<file path="config.mk">
export PLATFORM = sky130hd
export DESIGN_NAME = pgts_div
export DESIGN_NICKNAME = d
export VERILOG_FILES = /design/src/sv/pgts_pkg.sv /design/src/sv/pgts_div.sv
export SDC_FILE = /design/constraint.sdc
export NUM_CORES = 1
export LEC_CHECK = 0
export BUFFER_PORTS_ARGS = -buffer_cell sky130_fd_sc_hd__buf_2
export CAP_MARGIN = 20
export CORE_MARGIN = 3
export CORE_UTILIZATION = 60
export DETAILED_ROUTE_END_ITERATION = 6
export HOLD_SLACK_MARGIN = 0.06
export PLACE_DENSITY = 0.85
export SETUP_SLACK_MARGIN = 0.1
export SYNTH_ARGS = -nofsm -noshare
export SYNTH_HDL_FRONTEND = slang
export SYNTH_SLANG_ARGS = --single-unit
</file>
<file path="constraint.sdc">
create_clock -name i_clk -period 6.4 [get_ports i_clk]
set_clock_uncertainty 0.2 [all_clocks]
set_input_delay 1.92 -clock i_clk [delete_from_list [all_inputs] [get_ports i_clk]]
set_output_delay 1.92 -clock i_clk [all_outputs]
set_load 0.02 [all_outputs]
</file>
<file path="src/sv/pgts_pkg.sv">
// ----------------------------------------------------------------------------
// pgts_pkg: shared types and constants of the probe grid sampler
// Commands, register indexes, controller states and fixed-point constants.
// ----------------------------------------------------------------------------
package pgts_pkg;

    localparam int CMD_W   = 2;
    localparam int POS_W   = 32;
    localparam int VAL_W   = 16;
    localparam int PIDX_W  = 6;
    localparam int CNT_REG_W = 7;
    localparam int EXT_W   = 29;
    localparam int DEN_W   = 30;
    localparam int FRAC_W  = 16;
    localparam int CFG_IDX_W = 3;

    localparam logic [VAL_W-1:0] ONE_Q15    = 16'h8000;
    localparam logic [EXT_W-1:0] EXTENT_MIN = 29'd655;
    localparam logic [EXT_W-1:0] EXTENT_MAX = 29'd268435456;
    localparam logic [EXT_W-1:0] EXTENT_RST = 29'd65536;

    typedef enum logic [CMD_W-1:0] {
        CMD_WRITE  = 2'd0,
        CMD_READ   = 2'd1,
        CMD_SAMPLE = 2'd2,
        CMD_CLEAR  = 2'd3
    } t_cmd;

    typedef enum logic [CFG_IDX_W-1:0] {
        REG_COUNT_X  = 3'd0,
        REG_COUNT_Y  = 3'd1,
        REG_COUNT_Z  = 3'd2,
        REG_EXTENT_X = 3'd3,
        REG_EXTENT_Y = 3'd4,
        REG_EXTENT_Z = 3'd5
    } t_cfg_idx;

    typedef enum logic [3:0] {
        S_IDLE,
        S_CMD,
        S_AXIS,
        S_MUL,
        S_DGO,
        S_DWAIT,
        S_IDX_A,
        S_IDX_B,
        S_MEM,
        S_MEM_WAIT,
        S_BLEND,
        S_EMIT
    } t_state;

endpackage

</file>
<file path="src/sv/pgts_div.sv">
// ----------------------------------------------------------------------------
// pgts_div: restoring divider for one axis
// Produces the cell index and a 16-bit fraction, one quotient bit a cycle.
// ----------------------------------------------------------------------------
module pgts_div
    import pgts_pkg::*;
#(
    parameter int QW = 6
) (
    input  logic                   i_clk,
    input  logic                   i_rst_n,
    input  logic                   i_start,
    input  logic [DEN_W+QW-1:0]    i_dividend,
    input  logic [DEN_W-1:0]       i_divisor,
    output logic                   o_done,
    output logic [QW+FRAC_W-1:0]   o_quot
);

    localparam int FW   = QW + FRAC_W;
    localparam int CNTW = $clog2(FW + 1);

    logic              r_busy;
    logic              r_done;
    logic [CNTW-1:0]   r_cnt;
    logic [DEN_W-1:0]  r_rem;
    logic [DEN_W-1:0]  r_den;
    logic [FW-1:0]     r_shift;
    logic [FW-1:0]     r_quot;
    logic [DEN_W:0]    trial;
    logic [DEN_W:0]    diff;
    logic              ge;

    assign trial = {r_rem, r_shift[FW-1]};
    assign ge    = trial >= {1'b0, r_den};
    assign diff  = trial - {1'b0, r_den};

    always_ff @(posedge i_clk) begin
        if (!i_rst_n) begin
            r_busy <= 1'b0;
            r_done <= 1'b0;
            r_cnt  <= '0;
        end else begin
            r_done <= 1'b0;
            if (i_start) begin
                r_busy <= 1'b1;
                r_cnt  <= CNTW'(FW);
            end else if (r_busy) begin
                r_cnt <= r_cnt - 1'b1;
                if (r_cnt == CNTW'(1)) begin
                    r_busy <= 1'b0;
                    r_done <= 1'b1;
                end
            end
        end
    end

    // the remainder stays below the divisor, so the integer part fits QW bits
    always_ff @(posedge i_clk) begin
        if (i_start) begin
            r_rem   <= i_dividend[DEN_W+QW-1:QW];
            r_shift <= {i_dividend[QW-1:0], {FRAC_W{1'b0}}};
            r_den   <= i_divisor;
            r_quot  <= '0;
        end else if (r_busy) begin
            r_rem   <= ge ? diff[DEN_W-1:0] : trial[DEN_W-1:0];
            r_shift <= {r_shift[FW-2:0], 1'b0};
            r_quot  <= {r_quot[FW-2:0], ge};
        end
    end

    assign o_done = r_done;
    assign o_quot = r_quot;

endmodule
</file>
-- Word level (Yosys, flattened, before mapping)
Cells that the tools add are included.
- output and inout bits: 23
- word-level logic and storage cells: 28
- register bits after elaboration: 95
- input bits: 69
- reductions and logical operators: 3
- add/sub/neg operators: 2
- equal/unequal tests: 1
- bitwise operators: 2
- mux-type cells: 11
- magnitude comparators: 1
- operators by type and width (cell ; count):
    $mux W30 ; 3
    $mux W22 ; 2
    $ge A31 B30 Y1 ; 1
    $sub A30 B30 Y30 ; 1
    $mux W5 ; 2
    $eq A5 B1 Y1 const B ; 1
    $sub A5 B1 Y5 const B ; 1
    $mux W1 ; 4
    $reduce_or A3 Y1 ; 1
    $not A1 Y1 ; 2
    $reduce_bool A2 Y1 ; 1
    $reduce_or A2 Y1 ; 1

-- Depth between registers and ports, before layout
- word-level depth: 4
- mapped depth: 13
- depth with buffers taken out: 11

-- Worst setup path before layout
Ideal clock, no wire load.
- path type: input to register
- start: in i_start
- end: reg r_rem[0] (enable)
- library setup time: 0.377 ns
- path buffers: 2
- stages on the path: 3
- path slack: 2.859 ns
- required time: 5.823 ns
- arrival: 2.963 ns
- cell sequence: clkbuf_1 > clkbuf_1 > or2_2
- word-level cells in the longest chain between the ends: 1
- RTL lines (element ; RTL line ; text):
    start: declaration ; pgts_div.sv:12 ; input logic i_start,
    $reduce_bool A2 Y1 (no source line) ; - ;
    end signal: assignment ; pgts_div.sv:60 ; r_rem <= i_dividend[DEN_W+QW-1:QW];
    end signal: assignment ; pgts_div.sv:65 ; r_rem <= ge ? diff[DEN_W-1:0] : trial[DEN_W-1:0];
    end: declaration ; pgts_div.sv:25 ; logic [DEN_W-1:0] r_rem;
No other way between the ends.
A chain may end at the register's enable or synchronous reset.

-- Final worst setup path
- start: reg r_rem[23]
- end: reg r_rem[28], data pin
- word-level cells in the longest chain between the ends: 4
- elaborated cells on any way between the ends: 5
- those cells by class: add/sub: 1; order compare: 1; mux: 3
- RTL lines (element ; RTL line ; text):
    $sub A30 B30 Y30 or $ge A31 B30 Y1 (tied branches) ; pgts_div.sv:35, pgts_div.sv:34 ;
    $mux W30 (*) ; pgts_div.sv:65 ;
    $mux W30 (*) ; pgts_div.sv:64 ; end else if (r_busy) begin
    $mux W30 (*) ; pgts_div.sv:59 ; if (i_start) begin
Mark *: on every way between the ends. The rest lies on a longest branch, timed or not. The select of a mux whose other input is x is not followed.

==> flow_summary.toml <==
[status]
status = "finished, final reports clean"

[worst_setup_path]
crit_arrival_ns = 3.74
startpoint_type = "register"
worstPathMaxFanout = 51
criticalPathCategory = "register to register"
worst_ep_required_time_ns = 6.34
worst_setup_path_end_kind = "register"

[yosys]
seq_area_frac_synth_pct = 46.3
synth_area_leader_cell = "edfxtp_1"
synth-edff-count = 66
postSynthCellCount = 527
synth_fp_nets = 629
synthArstFlopShare_pct = 0
synth_top_cell_area_share_pct = 35.8
synth_area_leaders = "edfxtp_1 (36%), dfxtp_1 (10%), ha_1 (7.2%), mux2i_1 (4.3%), inv_1 (2.6%)"
synthFlopType = "edfxtp_1"
ys_seq_elements = 95
synth.most_common_cell = "edfxtp_1"
synth.avg_cell_area_sq_um = 10.5
netlist_area_sq_um = 5540
yosysUniqueCellTypes = 62
synthTopCellsByCount = "edfxtp_1 (66), inv_1 (39), nor2_1 (33)"
yosys_warnings = 0

[timing]
setup_viol = 0
fin_crit_sh_pct = 59.4
relSlewSlack_pct = 37.0
fin_crit_ns = 3.80
worst_hold_slack_ns = 0.329
drv_slew = 0
hold_violations = 0
rsz0062_at_grt = "false"
worst_pin_slew_ns = 0.945
fmax_ghz = 0.263
setup_ws_ns = 2.60
setup_tns_ns = 0

[global_route]
grt_pass1_wl_mm = 19.9
grt_start_max_net_pins = 73
grt_antenna_before_repair = 1
grt_pass1_vias = 4309
grt_overflow = 0
grt_util_all_layers_pct = 24.0

[cts]
clock-root-buffer = "clkbuf_8"
post_cts.resized_instances = 0
cts-hold-fix-buffers = 0
cts_tree = "built"
cts_made_buffers = 9
cts_setup_buffers = 0
clockBufferDepth = 2
clock_latency_ns = 0.38
htreeDepth = 3
clkTransAtPathRegs_ns = 0.11
clock-sinks = 95

[place]
pre_cts_ws_ns = 2.47
place_hpwl_mm = 8.63
portBuffers = 91
gp_congestion = 0.859
placed_cell_area_sq_um = 6040

[route]
wl_per_cell_um = 16.7
via_per_inst = 5.97
antenna_left = 0
drc = 0
firstDrtPassIters = 5
first_iter_violations = 238
vias = 4305
routed_wl_mm = 12.1

[pwr]
p_per_area_nw_per_um2 = 340
p_leak_nw = 2.77
ir_drop_uv = 205

[floorplan]
die_x_um = 102
core_sq_um = 8850
start_util_pct = 62.6
num_rows = 34
die_h_um = 102
die-area_sq_um = 10400
io-pin-count = 92

[final_layout]
syn2layout_area_growth_pct = 13.0
nets = 710
fillCellCount = 670
fin_area_sq_um = 6260
final_util_pct = 70.7
antenna_cells = 0
drive_above_1_share_pct = 21.2

[min_path]
hold_class = "register to register"

[flow_run]
drv_cap = 0
critical path, stage by stage (launching register included):
cell	delay [ns]
edfxtp_1	0.40
ha_1	0.40
a21o_1	0.19
a21o_1	0.19
a21oi_1	0.16
o21ai_0	0.11
a2111oi_0	0.40
o41a_2	0.86
nor2_2	0.25
a221o_1	0.38
kinds of logic (layout without fill, tap and decap cells):
logic type	count (synthesis)	after routing	synth area share, %
flops	95	95	46.3
xor+xnor	31	31	4.90
compound gates	125	125	16.4
mux	31	31	5.76
fa+ha+maj	33	33	7.59
buf+inv	63	149	4.75
simple gates	149	149	14.3
final cells by class:
type / count / area (sq um) / area share, %
tap: 108 / 135 / 2.16
inverter: 39 / 146 / 2.34
clock buffer: 10 / 149 / 2.38
timing repair buffer: 94 / 480 / 7.68
multi-input combinational: 369 / 2710 / 43.4
sequential: 95 / 2560 / 41.0
clock inverter: 6 / 71.3 / 1.14
per-stage QoR:
stage / power, mW / instances
2_1_floorplan: 1.51 / 527
3_3_place_gp: 1.66 / 705
3_5_place_dp: 1.69 / 705
4_1_cts: 2.13 / 721
5_1_grt: 2.26 / 721
6_report: 2.13 / 721
sequential cells by signal, indices dropped and copies added, names as in the netlist:
register  count
r_den        30
r_cnt         5
r_busy        1
r_rem        30
r_shift       6
o_done        1
o_quot       22
cells in the final DEF, fill, tap and decap left out, types with 9 or more instances in the layout:
cell / netlist / final
inv_1: 39 / 39
a221o_1: 11 / 11
xor2_1: 16 / 16
nor2b_1: 10 / 10
mux2i_1: 24 / 24
nand3_1: 9 / 9
o21ai_0: 16 / 16
edfxtp_1: 66 / 66
nand3b_1: 14 / 14
xnor2_1: 15 / 15
a21oi_1: 27 / 27
ha_1: 32 / 32
clkbuf_8: 0 / 9
nand2_1: 32 / 32
nor2_1: 33 / 33
dfxtp_1: 29 / 29
buf_2: 3 / 90
nor3_1: 10 / 10
a21o_1: 18 / 18
per-layer routing:
layer  part of all wire (%)  routed length [um]  track usage, %
met5                  0.058                   7               0
met4                    1.5                 181            5.85
met3                    5.9                 708            5.73
met2                     49                5940            41.2
met1                     43                5220            30.7
final timing paths:
path,startpoint,slack [ns],cells past startpoint,endpoint
hold reg to reg,o_quot[12],0.33,2,o_quot[12]
setup / recovery,r_rem[23],2.60,9,r_rem[28]
setup reg to reg,r_rem[23],2.60,9,r_rem[28]
hold / removal,o_quot[12],0.33,2,o_quot[12]
where the power goes:
group,switching (mW),total (mW),leakage (nW),internal (mW)
clock,0.251,0.430,0.108,0.178
sequential,0.0490,0.819,0.897,0.770
combinational,0.505,0.879,1.77,0.374
Power figures use the tool's default switching activity.
